File: src/design/sedt_ram.sv
// generic simple dual port ram with registered read
`timescale 1ns / 1ps
module sedt_ram #(
  parameter int WIDTH = 8,
  parameter int DEPTH = 16
) (
  input  logic                     clk,
  input  logic                     we,
  input  logic [$clog2(DEPTH)-1:0] waddr,
  input  logic [WIDTH-1:0]         wdata,
  input  logic [$clog2(DEPTH)-1:0] raddr,
  output logic [WIDTH-1:0]         rdata
);

  logic [WIDTH-1:0] mem [DEPTH];

  always_ff @(posedge clk) begin
    if (we) begin
      mem[waddr] <= wdata;
    end
    rdata <= mem[raddr];
  end

endmodule

File: config.mk
export PLATFORM = sky130hd
export DESIGN_NAME = sedt_ram
export DESIGN_NICKNAME = d
export VERILOG_FILES = /design/src/design/sedt_ram.sv
export SDC_FILE = /design/constraint.sdc
export NUM_CORES = 1
export LEC_CHECK = 0
export BUFFER_PORTS_ARGS = -buffer_cell sky130_fd_sc_hd__buf_2
export CAP_MARGIN = 30
export CORE_AREA = 2 2 110 112
export DETAILED_ROUTE_END_ITERATION = 16
export DIE_AREA = 0 0 112 114
export GPL_TIMING_DRIVEN = 0
export MAX_ROUTING_LAYER = met4
export PLACE_DENSITY = 0.61
export SKIP_CTS_REPAIR_TIMING = 1
export SYNTH_ARGS = -nofsm -noshare
export SYNTH_HDL_FRONTEND = slang
export SYNTH_SLANG_ARGS = --single-unit
export TNS_END_PERCENT = 30
File: constraint.sdc
create_clock -name clk -period 2.3 [get_ports clk]
set_clock_uncertainty 0.1 [all_clocks]
set_input_delay 0.46 -clock clk [delete_from_list [all_inputs] [get_ports clk]]
set_output_delay 0.46 -clock clk [all_outputs]
set_load 0.02 [all_outputs]
==> results.cfg <==
[synthesis]
synth_mux_area_frac = 0.150
yosysUniqueCellTypes = 19
synth-warning-count = 0
synth-seq-cells = 136
synthMostInstantiatedCell = sky130_fd_sc_hd__edfxtp_1
share_of_synthesized_cell_area_in_full_adder_half_adder_and_majority_cells = 0
netlist.area_leader.share = 0.747
netlist.top_cell.by_area = sky130_fd_sc_hd__edfxtp_1
asyncSetResetFlopFracSynth = 0
synth_top_family_by_area = multiplexers
yosys_most_used_dff = sky130_fd_sc_hd__edfxtp_1
synth_compound_area_frac = 0.0233
post_synth_xor_area_fraction = 0
syn_nets = 247
simple_gate_fraction_of_synth_area = 0.0318
synthesis.area_per_instance_um2 = 22.5
postSynthCellCount = 229
ys_top_cells_by_area = sky130_fd_sc_hd__edfxtp_1, sky130_fd_sc_hd__mux4_2, sky130_fd_sc_hd__mux4_1
post_synthesis_cell_area_um2 = 5150
share_of_synthesized_area_occupied_by_flip_flops_and_latches = 0.778
number_of_flops_mapped_to_enable_cells_by_yosys = 128
yosys-top-cells-count = sky130_fd_sc_hd__edfxtp_1, sky130_fd_sc_hd__mux4_2, sky130_fd_sc_hd__a22oi_1

[global_routing]
grt_first_pass_wirelength_um = 15000
antenna_found_initial = 0
grt-ovfl-total = 0
first_global_vias = 2490
grt_max_degree = 17
grtUsageTotal = 0.173

[power_and_ir_drop]
comb_power_share = 0.049
vdd_drop_max_mv = 0.515
p_clk_frac = 0.473
cellLeakagePower_uw = 0.00205
cellPowerDensity_nw_per_um2 = 955
total_switching_power_uw = 1150
netSwitchingFraction = 0.197
seq_power_share = 0.478
internal_power_component_uw = 4680

[drt]
detail-route-antenna-nets = 0
detail_route.wirelength.met1_um = 4060
route.met3.wl_um = 591
top_signal_layer_used = met4
wire_length_per_cell_after_detailed_routing_um = 22.3
drt_iter0_markers = 197
drt_drc_violations_left = 0
wirelength_um = 9730
vias = 2383
drt_first_pass_iters = 7
met2RoutedLength_um = 4950
viasPerCell = 5.47

[setup_path]
critical_path_peak_fanout = 5
rrSetupSlack_ns = 0.65
cp_data_required_time_ns = 2.32
critPathArrivalTime_ns = 1.82
worst-setup-path-type = in2reg
worst_path_max_delay_cell = sky130_fd_sc_hd__or3b_2
category_of_the_worst_setup_path_capture_point = flip-flop
path_cells = buf_2, or3b_2, nor3_1, buf_4
critPathMaxStageDelay_ns = 0.51
critical_path.startpoint_type = input port

[final_layout]
final_util = 0.521
final_cell_area_um2 = 6100
area.sequential_um2 = 4000
final_net_count = 294
drive_gt1_frac = 0.301
n_antenna_cell = 0
nFillCells = 955
areaGrowthSynthToFinish_pct = 18.4
multiInputGateArea_um2 = 1060

[floorplan]
rows = 40
die-area_um2 = 12800
floorplan.core_area_um2 = 11700
top_level_ports = 26
floorplan.die.height_um = 114
initial_utilization = 0.440
die_w_um = 112

[sta]
timing.final.crit_share = 0.783
finalMaxSlewViolations = 0
fmax_mhz = 555
finalHoldViolations = 0
worst_slew_margin_rel = 0.370
grt_setup_unrepaired = false
min_period_ns = 1.80
timing.final.ws_setup_ns = 0.498
max_slew.worst_pin.slew_ns = 0.937
finalSetupViolCount = 0

[clocking]
h-tree-depth = 4
insertion_delay_ns = 0.40
clockBufferDepth = 2
tritoncts_clock_tree = yes
cts_inserted_buffers = 17
cts.sinks = 136
clk_pin_slew_worst_paths_ns = 0.06
ctsRootBufferMaster = sky130_fd_sc_hd__clkbuf_16

[placed_design]
post-place-ws_ns = 0.0591
gpl.final_weighted_congestion = 0.799
dp.final_hpwl_um = 6320
port-buffer-count = 24
placement.cell_area_um2 = 5480

[status]
run_status = finished clean

[min_path]
min_path_type = in2reg

[job]
cap_viol_max_count = 0
-- metal layers --
| layer | track usage | vias to the layer above |
|---|---|---|
| met1 | 0.224 | 1216 |
| met4 | 0.0691 | 0 |
| met3 | 0.0457 | 6 |
| li1 | - | 1070 |
| met5 | - | - |
| met2 | 0.266 | 91 |
-- cell type report --
type / instances / share of cell area
flip-flops and latches: 136 / 0.657
plain buffers: 10 / 0.0142
clock buffers: 22 / 0.0778
clock inverters: 10 / 0.0236
multi-input cells: 83 / 0.173
well taps: 147 / 0.0302
repair buffers: 28 / 0.0242
-- flip-flops by register name (all words and copies together) (netlist names) --
name / count
mem: 128
rdata: 8
-- cells in the final DEF (no fill, tap or decap), drive strengths merged, types with 3 or more instances in the layout --
cell type and n:
a22oi 16, buf 35, bufinv 3, clkbuf 22
clkdlybuf4s25 3, clkinv 3, clkinvlp 3, dfxtp 8
edfxtp 128, mux4 32, nand2 9, nor2 13
nor3 4
-- path summary, 6_finish.rpt --
check                           startpoint         to  cells past startpoint
worst min register to register  mem[12][0]   rdata[0]                      3
worst max-delay path              waddr[2]  mem[0][2]                      4
worst max register to register   mem[1][3]   rdata[3]                      3
worst min-delay path              wdata[6]  mem[2][6]                      1
-- kinds of logic after synthesis --
kind of cell | Yosys count
and+or+nand+nor | 35
muxes | 32
DFF | 136
buffers and inverters | 10
AOI/OAI and AO/OA | 16
-- power groups by stage --
stage / Combinational [µW] / Sequential, µW / Clock, µW
CTS: 289 / 2790 / 2800
global route: 305 / 2790 / 2930
detailed placement: 288 / 2840 / 0
global placement: 282 / 2830 / 0
finish: 284 / 2780 / 2760
floorplan: 141 / 2850 / 0
-- worst max-delay path, delay by kind of cell --
family,cells,cell delay [ns]
AND/OR/NAND/NOR,2,0.97
buffers and inverters,2,0.39
-- metrics by stage --
stage / TNS [ns] / hold WS (ns) / cells / total power [µW]
after floorplan: 0 / 0.459 / 229 / 3000
after global placement: -3.30 / 0.555 / 400 / 3110
after detailed placement: 0 / 0.561 / 404 / 3120
after CTS: 0 / 0.346 / 436 / 5880
after global routing: 0 / 0.354 / 436 / 6020
final: 0 / 0.359 / 436 / 5830
(Power assumes the default switching activity.)
